[config.mk]
export PLATFORM = sky130hd
export DESIGN_NAME = drsm_ram
export DESIGN_NICKNAME = d
export VERILOG_FILES = /design/src/rtl/assert_macros.svh /design/src/rtl/drsm_ram.sv
export SDC_FILE = /design/constraint.sdc
export NUM_CORES = 2
export LEC_CHECK = 0
export ABC_AREA = 0
export BUFFER_PORTS_ARGS = -buffer_cell sky130_fd_sc_hd__buf_4
export CORE_MARGIN = 2
export CORE_UTILIZATION = 59
export CTS_BUF_LIST = sky130_fd_sc_hd__clkbuf_8
export DETAILED_ROUTE_END_ITERATION = 12
export PLACE_DENSITY_LB_ADDON = 0.05
export SLEW_MARGIN = 25
export SYNTH_ARGS = -nofsm -noshare
export SYNTH_HDL_FRONTEND = slang
export SYNTH_SLANG_ARGS = --single-unit
[constraint.sdc]
create_clock -name clk -period 6.9 [get_ports clk]
set_clock_uncertainty 0.2 [all_clocks]
set_input_delay 1.38 -clock clk [delete_from_list [all_inputs] [get_ports clk]]
set_output_delay 1.38 -clock clk [all_outputs]
set_load 0.01 [all_outputs]
[src/rtl/assert_macros.svh]
// assertion macros used by the top level rtl file
`ifndef ASSERT_MACROS_SVH
`define ASSERT_MACROS_SVH
`ifndef SYNTH
`define DRSM_ASSERT(lbl, clk, rstn, prop, msg) lbl: assert property (@(posedge clk) \
    disable iff (!rstn) prop) else $error(msg);
`define DRSM_NEVER(lbl, clk, rstn, cond, msg) lbl: assert property (@(posedge clk) \
    disable iff (!rstn) !(cond)) else $error(msg);
`else
`define DRSM_ASSERT(lbl, clk, rstn, prop, msg)
`define DRSM_NEVER(lbl, clk, rstn, cond, msg)
`endif
`endif

[src/rtl/drsm_ram.sv]
// generic single write port ram with registered read
module drsm_ram #(
    parameter int WIDTH = 64,
    parameter int DEPTH = 64
) (
    input  logic                     clk,
    input  logic                     we,
    input  logic [$clog2(DEPTH)-1:0] waddr,
    input  logic [WIDTH-1:0]         wdata,
    input  logic [$clog2(DEPTH)-1:0] raddr,
    output logic [WIDTH-1:0]         rdata
);

    logic [WIDTH-1:0] mem [DEPTH];

    always_ff @(posedge clk)
    begin
        if (we)
        begin
            mem[waddr] <= wdata;
        end
        rdata <= mem[raddr];
    end

endmodule

After elaboration in Yosys (flattened, before gate mapping)

Memories as Yosys holds them, arrays and structs flattened. A register that Yosys moved wholly into a read port is not among the register bits.
Cells that the tools add are included.

Memories: 1
Input bits: 78
Logic and storage cells: 3
Output and inout bits: 64
RAM bits: 4096
Bits in registers: 0

Memories:

| name | words | bits a word | read ports | clocked after memory_dff | wr ports | line           | RTL |
|---|---|---|---|---|---|---|---|
| mem  | 64    | 64          | 1          | 1                        | 1        | drsm_ram.sv:14 | `logic [WIDTH-1:0] mem [DEPTH];` |

Muxes and demuxes: 2

Operators by type and width:

| kind             | number |
|---|---|
| 1-bit 2-to-1 mux | 2 |

Logic depth before layout (Yosys ltp)

Depth in word-level cells: 2
Gate-level depth with buffers: 9
Gate-level depth less buffers: 5

Worst setup path before layout

No wires, ideal clock.

Kind: input -> register
From: input port waddr[3]
To: memory mem[48][0], enable pin
Cell stages on the path: 4
Required time: 6.136 ns
Data arrival time: 6.252 ns
Path buffers: 1
Slack: -0.116 ns
Setup time: 0.564 ns
Cells stage by stage: clkbuf_1 > nor2b_1 > nand4b_1 > nor3_1

RTL lines:

| what               | line           | RTL |
|---|---|---|
| start: declaration | drsm_ram.sv:8  | `input logic [$clog2(DEPTH)-1:0] waddr,` |
| end: declaration   | drsm_ram.sv:14 |  |

No word-level cell before the write port.

Worst setup path in the final report

From: register rdata[1], read port of mem
To: output port rdata[1]

RTL lines:

| what               | line           | RTL |
|---|---|---|
| start: declaration | drsm_ram.sv:11 | `output logic [WIDTH-1:0] rdata` |

No word-level cell between the ends.

==> summary.txt <==
nets@finish: 7335
status: completed
worst skew pair latency: 1.18 ns
first-pass GRT wire length: 603.1 mm
Yosys cell types: 33
adder-cell share of the synthesized area: 0%
layout cell share with drive strength beyond 1: 29.83%
initial antenna violation count: 25
Max stage delay on crit path: 0.66 ns
crit-path cells: buf_4
Remaining Overflow, GRT: 0
Psw: 11.24 mW
io pins: 142
commonest non-fill, non-tap cell in the layout: edfxtp_1
Sink Count: 4160
mux contribution to synthesized area: 15.61%
Final Cycle Share: 52.91%
number of global-route vias before repair: 77876
per-cell routed wire length: 38.30 um
Final Hold Fails: 0
CTS Hold Bufs: 0
fmax: 273.9 MHz
Buffers on Ports: 141
Crit Reg-Reg Startpoint: mem[61][19]
root buf cell: clkbuf_8
Max-Cap Viols: 0
worst setup path startpoint: rdata[1]
Setup CP Type: flip-flop to output pin
ys flop type: edfxtp_1
Vias: 77492
register area share after synthesis: 79.49%
number of CTS-inserted buffers: 654
max-slew violations: 0
Die Width: 518.8 um
RSZ-0062 raised after global routing: false
Rows: 188
die area: 269100 um^2
DRC: 0
Crit. path cell count: 1
CP max stage cell: dfxtp_1
pwr dens: 284.0 nW/um^2
asr flop ratio synth: 0%
FF-to-FF End: rdata[19]
Layout area overhead: 12.10%
r2r setup slk: 4.63 ns
Final Power: 49.78 mW
required time worst endpoint: 5.32 ns
Clk pwr share: 38.6%
post-layout min period: 3.651 ns
Top delay family on crit path: flip-flops
Critical Path Sink: rdata[1]
Post-synth EDFFs: 4096
Worst Tran Pin Value: 1.169 ns
simple-gate share of the synthesized area: 1.240%
xor/xnor share of the synthesized area: 0%
syn_nets: 6676
critical-path maximum fanout: 1
GP Congestion: 0.7983
buffer and inverter count on the worst path: 1
Pre-antenna DRT Iters: 5
die height: 518.8 um
GRT Util Overall: 32.38%
Longest Clk Path Bufs: 4
HP Class: input port to flip-flop
leakage: 55.82 nW
Sw Share: 22.58%
largest family of logic cells by synthesized area: multiplexers
syn_area_per_cell: 23.70 um^2
CP endpoint kind: output pin
internal power: 38.54 mW
Fin Setup TNS: 0 ns
Reg2Reg Depth: 5
Via density: 6.848
Critical Path AT: 2.07 ns
Initial Utilization: 59.45%
Fillers: 17024
area of the core: 263000 um^2
ANT nets after route: 0
CTS H-tree lvls: 6
Post-Place Cells: 10115
drt total wl: 433.4 mm
most frequent cells in the layout: edfxtp_1, mux4_2, clkbuf_8, buf_4, inv_1
cts repair resizes: 0
Util after Layout: 66.65%
Seq pwr share: 56.5%
Syn Inst Count: 6598
share of power burned in combinational logic: 4.9%
VDD IR max: 0.2422 mV
Rel. slew slack: 22.09%
Synth Area in Compound Gates: 2.477%
Seq cells post-synth: 4160
largest net degree at the start of global routing: 96
initial drt markers: 10607
YS warnings: 0
Final Setup Violations: 0
CTS clock-pin slew for the worst setup and hold paths: 0.06 ns
Worst Setup Start Kind: flip-flop
setup bufs post-CTS: 0
DP Wirelength: 233.0 mm
CTS tree: built
Layout Cells excl Fill: 11316
cell area after synthesis: 156300 um^2
-- synth_stat cells, types with 29 or more instances --
library cell	instances	area, um^2
a22o_1	88	770.7
or3_1	29	181.4
a211oi_1	63	473.0
edfxtp_1	4096	123000
dfxtp_1	64	1281
o22ai_1	83	519.3
nor2_1	112	420.4
and3_1	64	400.4
buf_2	170	850.8
mux4_2	1024	23060
mux2i_1	135	1351
o221ai_1	38	332.8
buf_4	34	255.2
clkbuf_1	140	525.5
nand2_1	58	217.7
nand3_1	45	225.2
a22oi_1	168	1261
-- worst min-delay path by stage --
stage                      startpoint          end  cells after the start
after global routing        wdata[36]  mem[22][36]                      1
after detailed placement  mem[38][28]    rdata[28]                      4
after CTS                   wdata[63]  mem[24][63]                      1
after global placement    mem[39][28]    rdata[28]                      4
final                       wdata[63]  mem[24][63]                      1
after floorplan           mem[30][61]    rdata[61]                      4
-- power groups by stage --
stage          registers [mW]  clock network [mW]  logic (mW)
3_3_place_gp             28.6                   0        2.43
3_5_place_dp             28.6                   0        2.47
5_1_grt                  28.1                20.5        2.59
2_1_floorplan            28.6                   0        1.30
4_1_cts                  28.1                19.4        2.47
6_report                 28.1                19.2        2.46
-- sequential cells by signal, indices dropped and copies added (netlist names) --
| signal | count |
|---|---|
| mem | 4096 |
| rdata | 64 |
-- cell families (layout without fill, tap and decap cells) --
group	count (synthesis)	after routing
flip-flops	4160	4160
multiplexers	1159	1159
AO/OA/AOI/OAI	504	504
buffers and inverters	389	1573
AND/OR/NAND/NOR	386	386
other	0	19
-- cell type report --
| cell class | instances | area [um^2] | share of cell area [%] |
|---|---|---|---|
| Sequential cell | 4160 | 124300 | 70.91 |
| Multi-Input combinational cell | 2049 | 30800 | 17.57 |
| Clock buffer | 711 | 9786 | 5.583 |
| Tap cell | 3515 | 4398 | 2.509 |
| Timing Repair Buffer | 373 | 3667 | 2.092 |
| Clock inverter | 470 | 2220 | 1.266 |
| Inverter | 19 | 71.32 | 0.04069 |
| Antenna cell | 19 | 47.55 | 0.02713 |
-- per-stage QoR --
step                worst slack (ns)  cell area [um^2]  hold slack [ns]
CTS                            3.132            175200           0.4245
finish                         3.250            175300           0.5204
global placement               2.094            163100           0.6220
detailed placement             2.096            163200           0.6388
global route                   3.188            175200           0.5177
floorplan                      1.290            156400           0.5878
-- per-layer routing --
layer	track usage [%]	vias to the layer above	wire, um
met2	50.33	4556	207600
met5	0	-	57
li1	-	29933	-
met3	6.403	713	42880
met4	10.72	10	14420
met1	47.08	42280	168400
Power figures use the tool's default switching activity.
