## config.mk

```make
export PLATFORM = sky130hd
export DESIGN_NAME = drsm_addsub
export DESIGN_NICKNAME = d
export VERILOG_FILES = /design/src/rtl/assert_macros.svh /design/src/rtl/drsm_pkg.sv /design/src/rtl/drsm_addsub.sv
export SDC_FILE = /design/constraint.sdc
export NUM_CORES = 1
export LEC_CHECK = 0
export BUFFER_PORTS_ARGS = -buffer_cell sky130_fd_sc_hd__buf_4
export CORE_AREA = 2 2 62 78
export DETAILED_ROUTE_END_ITERATION = 10
export DIE_AREA = 0 0 64 80
export PLACE_DENSITY = 0.82
export SYNTH_ARGS = -nofsm -noshare
export SYNTH_HDL_FRONTEND = slang
export SYNTH_SLANG_ARGS = --single-unit
```

## constraint.sdc

```tcl
create_clock -name vclk -period 5.4
set_input_delay 0.81 -clock vclk [all_inputs]
set_output_delay 0.81 -clock vclk [all_outputs]
set_load 0.01 [all_outputs]
```

## src/rtl/assert_macros.svh

```systemverilog
// assertion macros used by the top level rtl file
`ifndef ASSERT_MACROS_SVH
`define ASSERT_MACROS_SVH
`ifndef SYNTH
`define DRSM_ASSERT(lbl, clk, rstn, prop, msg) lbl: assert property (@(posedge clk) \
    disable iff (!rstn) prop) else $error(msg);
`define DRSM_NEVER(lbl, clk, rstn, cond, msg) lbl: assert property (@(posedge clk) \
    disable iff (!rstn) !(cond)) else $error(msg);
`else
`define DRSM_ASSERT(lbl, clk, rstn, prop, msg)
`define DRSM_NEVER(lbl, clk, rstn, cond, msg)
`endif
`endif

```

## src/rtl/drsm_pkg.sv

```systemverilog
// types and codes of the dirty range set merge unit
package drsm_pkg;

    localparam logic [1:0] MODE_MERGE = 2'd0;
    localparam logic [1:0] MODE_CLEAR = 2'd1;
    localparam logic [1:0] MODE_MARK  = 2'd2;
    localparam logic [1:0] MODE_READ  = 2'd3;

    // one stored range
    typedef struct packed {
        logic [31:0] base;
        logic [31:0] size;
    } entry_t;

    // request to the shared adder
    typedef struct packed {
        logic [31:0] a;
        logic [31:0] b;
        logic        sub;
    } alu_req_t;

endpackage

```

## src/rtl/drsm_addsub.sv

```systemverilog
// shared 32-bit adder/subtractor with carry out
module drsm_addsub
    import drsm_pkg::*;
(
    input  alu_req_t    req,
    output logic [32:0] sum
);

    logic [31:0] b_op;

    assign b_op = req.sub ? ~req.b : req.b;
    assign sum  = {1'b0, req.a} + {1'b0, b_op} + {32'd0, req.sub};

endmodule

```

# Word-level counts from Yosys, hierarchy flattened
# Cells that the tools add are included.
# totals
word_cells	4
reg_bits	0
out_inout_bits	33
input_bits	65
# op_classes
add_sub_neg	2
n_bitwise	1
muxes	1
# ops
op	count
adder 32 x 32 -> 33 bit	1
adder 33 x 1 -> 33 bit	1
two-way mux 32 bit	1
NOT 32 bit	1

# Longest topological paths before layout
# logic_depth
word_depth	4
mapped_depth	11
depth_no_buf	10

# Worst setup path after synthesis
# Ideal clock, no wire load.
# synth_timing
path_kind	in2out
start	input req[0] (netlist name)
end	output sum[28]
arrival_ns	3.601
t_required_ns	4.590
path_slack_ns	0.989
n_path_buf	2
stages	11
cell_sequence	buf_2 clkbuf_1 xor2_1 ha_1 a21o_1 a21o_1 a221o_1 a221o_1 a31o_2 nand4_1 nor4bb_1
# synth_between
elab_chain_cells	3
# synth_lines
element	line_no	text
start, declared	drsm_addsub.sv:5	input alu_req_t req,
two-way mux 32 bit	drsm_addsub.sv:11	assign b_op = req.sub ? ~req.b : req.b;
adder 32 x 32 -> 33 bit	drsm_addsub.sv:12	assign sum = {1'b0, req.a} + {1'b0, b_op} + {32'd0, req.sub};
adder 33 x 1 -> 33 bit *	drsm_addsub.sv:12	
end, declared	drsm_addsub.sv:6	output logic [32:0] sum
# Every way passes the cells marked *; elsewhere a longest branch is shown, timed or not.

# Worst setup path in the final report
# layout_timing
start	input req[0] (netlist name)
end	output sum[32]
# Same word-level chain as after synthesis.

==> impl_metrics.xml <==
<?xml version="1.0" encoding="UTF-8"?>
<metrics>
  <group name="final_layout">
    <metric name="sequential_cell_area" unit="um2">0</metric>
    <metric name="multiInputGateArea" unit="um2">2040</metric>
    <metric name="fillerInstances" unit="">394</metric>
    <metric name="layout-drive-gt1-share" unit="">0.271</metric>
    <metric name="postLayoutCellArea" unit="um2">2880</metric>
    <metric name="diodes" unit="">0</metric>
    <metric name="nNetsFinal" unit="">478</metric>
    <metric name="utilization" unit="">0.661</metric>
    <metric name="layout-area-overhead-vs-synth" unit="%">36.8</metric>
    <metric name="final.clkbuf_count" unit="">0</metric>
    <metric name="seq_cells" unit="">0</metric>
  </group>
  <group name="drt">
    <metric name="wl_met3" unit="um">401</metric>
    <metric name="routed.top_layer" unit="">met4</metric>
    <metric name="route.detailed.wl_per_inst" unit="um">13.6</metric>
    <metric name="routed-wl-met2" unit="um">3130</metric>
    <metric name="wl" unit="um">5890</metric>
    <metric name="wl_met1" unit="um">2290</metric>
    <metric name="drc" unit="">0</metric>
    <metric name="drt_pass_1_iters" unit="">4</metric>
    <metric name="number_of_vias_in_the_routed_layout" unit="">2445</metric>
    <metric name="post_drt_via_cell_ratio" unit="">5.63</metric>
    <metric name="first_iter_violations" unit="">115</metric>
    <metric name="drtAntennaViolNets" unit="">0</metric>
  </group>
  <group name="sta">
    <metric name="finalCritPeriodShare" unit="">0.867</metric>
    <metric name="grt_setup_unrepaired" unit="">false</metric>
    <metric name="timing.setup.tns" unit="ns">0</metric>
    <metric name="fin_crit" unit="ns">4.68</metric>
    <metric name="max_slew.worst_pin.slew" unit="ns">0.532</metric>
    <metric name="finalMaxSlewViolations" unit="">0</metric>
    <metric name="maxClockFrequency" unit="GHz">0.214</metric>
    <metric name="hold_viol_final" unit="">0</metric>
    <metric name="final_worst_setup_slack" unit="ns">0.719</metric>
    <metric name="slew-limit-headroom" unit="">0.646</metric>
    <metric name="final-setup-viol-count" unit="">0</metric>
  </group>
  <group name="synth">
    <metric name="synth-warning-count" unit="">0</metric>
    <metric name="synthCells" unit="">286</metric>
    <metric name="synth_largest_type_area_fraction" unit="">0.202</metric>
    <metric name="netlist_area" unit="um2">2110</metric>
    <metric name="synth_cell_type_count" unit="">46</metric>
    <metric name="synth.net_count" unit="">386</metric>
    <metric name="yosys.area.top_type" unit="">ha_1</metric>
    <metric name="synth.area.top_cells" unit="">ha_1, xor2_1, a21oi_1</metric>
    <metric name="synth-seq-area-share" unit="">0</metric>
    <metric name="synth.avg_cell_area" unit="um2">7.36</metric>
  </group>
  <group name="worst_setup_path">
    <metric name="worst_setup_path_end_kind" unit="">primary output</metric>
    <metric name="worstPathRequired" unit="ns">4.59</metric>
    <metric name="start_kind" unit="">primary input</metric>
    <metric name="critical_path_arrival" unit="ns">3.87</metric>
    <metric name="critPathBufInv" unit="">3</metric>
    <metric name="crit_path_max_fanout" unit="">32</metric>
    <metric name="crit_slowest_cell" unit="">a21oi_1</metric>
    <metric name="category_of_the_most_critical_setup_path" unit="">in -&gt; out</metric>
    <metric name="setup.worst_path.start" unit="">req[0]</metric>
    <metric name="worst-path-stages" unit="">12</metric>
    <metric name="critical-path-max-stage-delay" unit="ns">0.45</metric>
    <metric name="crit_family" unit="">compound AO/OA/AOI/OAI gates</metric>
    <metric name="path_cells" unit="">buf_4 -&gt; xor2_1 -&gt; inv_1 -&gt; fa_1 -&gt; nor2b_1 -&gt; o21bai_1 -&gt; a31oi_1 -&gt; o22ai_1 -&gt; a21oi_1 -&gt; a21oi_1 -&gt; o31ai_1 -&gt; buf_4</metric>
    <metric name="worstSetupEndpoint" unit="">sum[32]</metric>
  </group>
  <group name="global_routing">
    <metric name="number_of_global_route_vias_before_repair" unit="">2342</metric>
    <metric name="grt_max_degree" unit="">33</metric>
    <metric name="gr-total-overflow" unit="">0</metric>
    <metric name="groute.usage.overall" unit="">0.225</metric>
    <metric name="antenna_found_initial" unit="">0</metric>
    <metric name="grt_pass1_wl" unit="um">9820</metric>
  </group>
  <group name="power_and_ir_drop">
    <metric name="power.internal" unit="mW">0.279</metric>
    <metric name="clock_power_share" unit="">0</metric>
    <metric name="cellLeakagePower" unit="nW">1.48</metric>
    <metric name="portion_of_total_power_attributed_to_combinational_logic" unit="">1.000</metric>
    <metric name="power.density_cell_area" unit="nW/um2">196</metric>
    <metric name="p_sw_frac" unit="">0.507</metric>
    <metric name="ir_drop" unit="V">0.000123</metric>
    <metric name="design_power_total" unit="mW">0.565</metric>
    <metric name="seq_power_share" unit="">0</metric>
    <metric name="switching_power" unit="mW">0.286</metric>
  </group>
  <group name="min_path">
    <metric name="worst_hold_launch" unit="">req[33]</metric>
    <metric name="hold_class" unit="">in -&gt; out</metric>
    <metric name="hold_depth" unit="">3</metric>
  </group>
  <group name="placement">
    <metric name="post-dp-hpwl" unit="um">4980</metric>
    <metric name="place_congestion" unit="">0.887</metric>
    <metric name="placed_cell_area" unit="um2">2880</metric>
    <metric name="dp_slack" unit="ns">0.729</metric>
    <metric name="numPortBuffers" unit="">98</metric>
  </group>
  <group name="floorplanning">
    <metric name="placeable_core_area" unit="um2">4360</metric>
    <metric name="dieArea" unit="um2">5120</metric>
    <metric name="die_h" unit="um">80</metric>
    <metric name="boundaryPins" unit="">98</metric>
    <metric name="die_width" unit="um">64</metric>
    <metric name="floorplan.initialDensity" unit="">0.483</metric>
    <metric name="floorplan.rows" unit="">27</metric>
  </group>
  <group name="clock_tree">
    <metric name="post_cts.repair.setup_buffers" unit="">0</metric>
    <metric name="cts-resized-gates" unit="">0</metric>
    <metric name="cts_hold_repair.buffers" unit="">0</metric>
  </group>
  <group name="run">
    <metric name="maxCapViolations" unit="">0</metric>
  </group>
  <group name="outcome">
    <metric name="run_status" unit="">finished, final reports clean</metric>
  </group>
</metrics>
-- how the worst min path moves through the flow --
| stage | endpoint |
|---|---|
| after global placement | sum[0] |
| final | sum[0] |
| after CTS | sum[0] |
| after detailed placement | sum[0] |
| after global routing | sum[0] |
| after floorplan | sum[0] |
-- cells in the final DEF, fill, tap and decap left out, types with 3 or more instances in the layout --
cell type and n:
a211o_1 3, a211oi_1 4, a21o_1 16, a21oi_1 31, a221o_1 3, and2_1 4
and3_1 6, buf_4 98, ha_1 34, inv_1 9, nand2_1 19, nand3_1 12
nand4_1 3, nor2_1 10, nor2b_1 5, nor3_1 3, o211ai_1 5, o21a_1 5
o21ai_0 8, o21bai_1 6, o22ai_1 3, o31ai_1 4, xnor2_1 17, xor2_1 41
-- final cells by class --
cell class                 instances  area share
timing repair buffer              98       0.255
multi-input combinational        269       0.708
tap                               58      0.0252
inverter                           9      0.0117
-- synth_stat cells, types with 2 or more instances --
cell / n
xor2_1: 41
ha_1: 34
a21oi_1: 31
nand2_1: 19
xnor2_1: 17
a21o_1: 16
nand3_1: 12
nor2_1: 10
inv_1: 9
o21ai_0: 8
and3_1: 6
clkbuf_1: 6
o21bai_1: 6
nor2b_1: 5
o211ai_1: 5
o21a_1: 5
a211oi_1: 4
and2_1: 4
o31ai_1: 4
a211o_1: 3
a221o_1: 3
nand4_1: 3
nor3_1: 3
o22ai_1: 3
a21boi_0: 2
a31oi_1: 2
buf_2: 2
mux2i_1: 2
nand2b_1: 2
o221ai_1: 2
or3_1: 2
-- per-stage QoR --
step / instances / hold slack, ns
finish: 434 / 1.90
global placement: 434 / 1.90
floorplan: 286 / 1.70
CTS: 434 / 1.90
global route: 434 / 1.91
detailed placement: 434 / 1.90
-- layer usage --
layer  vias up  track usage
met5         -            0
met4         0       0.0348
met3         8       0.0212
met2        95        0.449
met1      1099        0.256
li1       1243            -
-- logic make-up (layout without fill, tap and decap cells) --
kind of cell	after synthesis	in the layout	share of synthesized area
AO/OA/AOI/OAI	102	102	0.329
buffers and inverters	17	107	0.0315
adder cells (fa/ha/maj)	35	35	0.212
XOR/XNOR	58	58	0.241
multiplexers	2	2	0.00951
AND/OR/NAND/NOR	72	72	0.177
-- tightest hold or removal path, cell delays in order --
cell and delay, ns:
buf_4 0.09, xor2_1 0.06, buf_4 0.14
-- power groups by stage --
stage	Sequential [mW]	Combinational [mW]	Clock [mW]
final	0	0.565	0
after CTS	0	0.566	0
after detailed placement	0	0.563	0
after floorplan	0	0.346	0
after global routing	0	0.619	0
after global placement	0	0.557	0
Note: power is estimated with default switching activity, not from simulation.
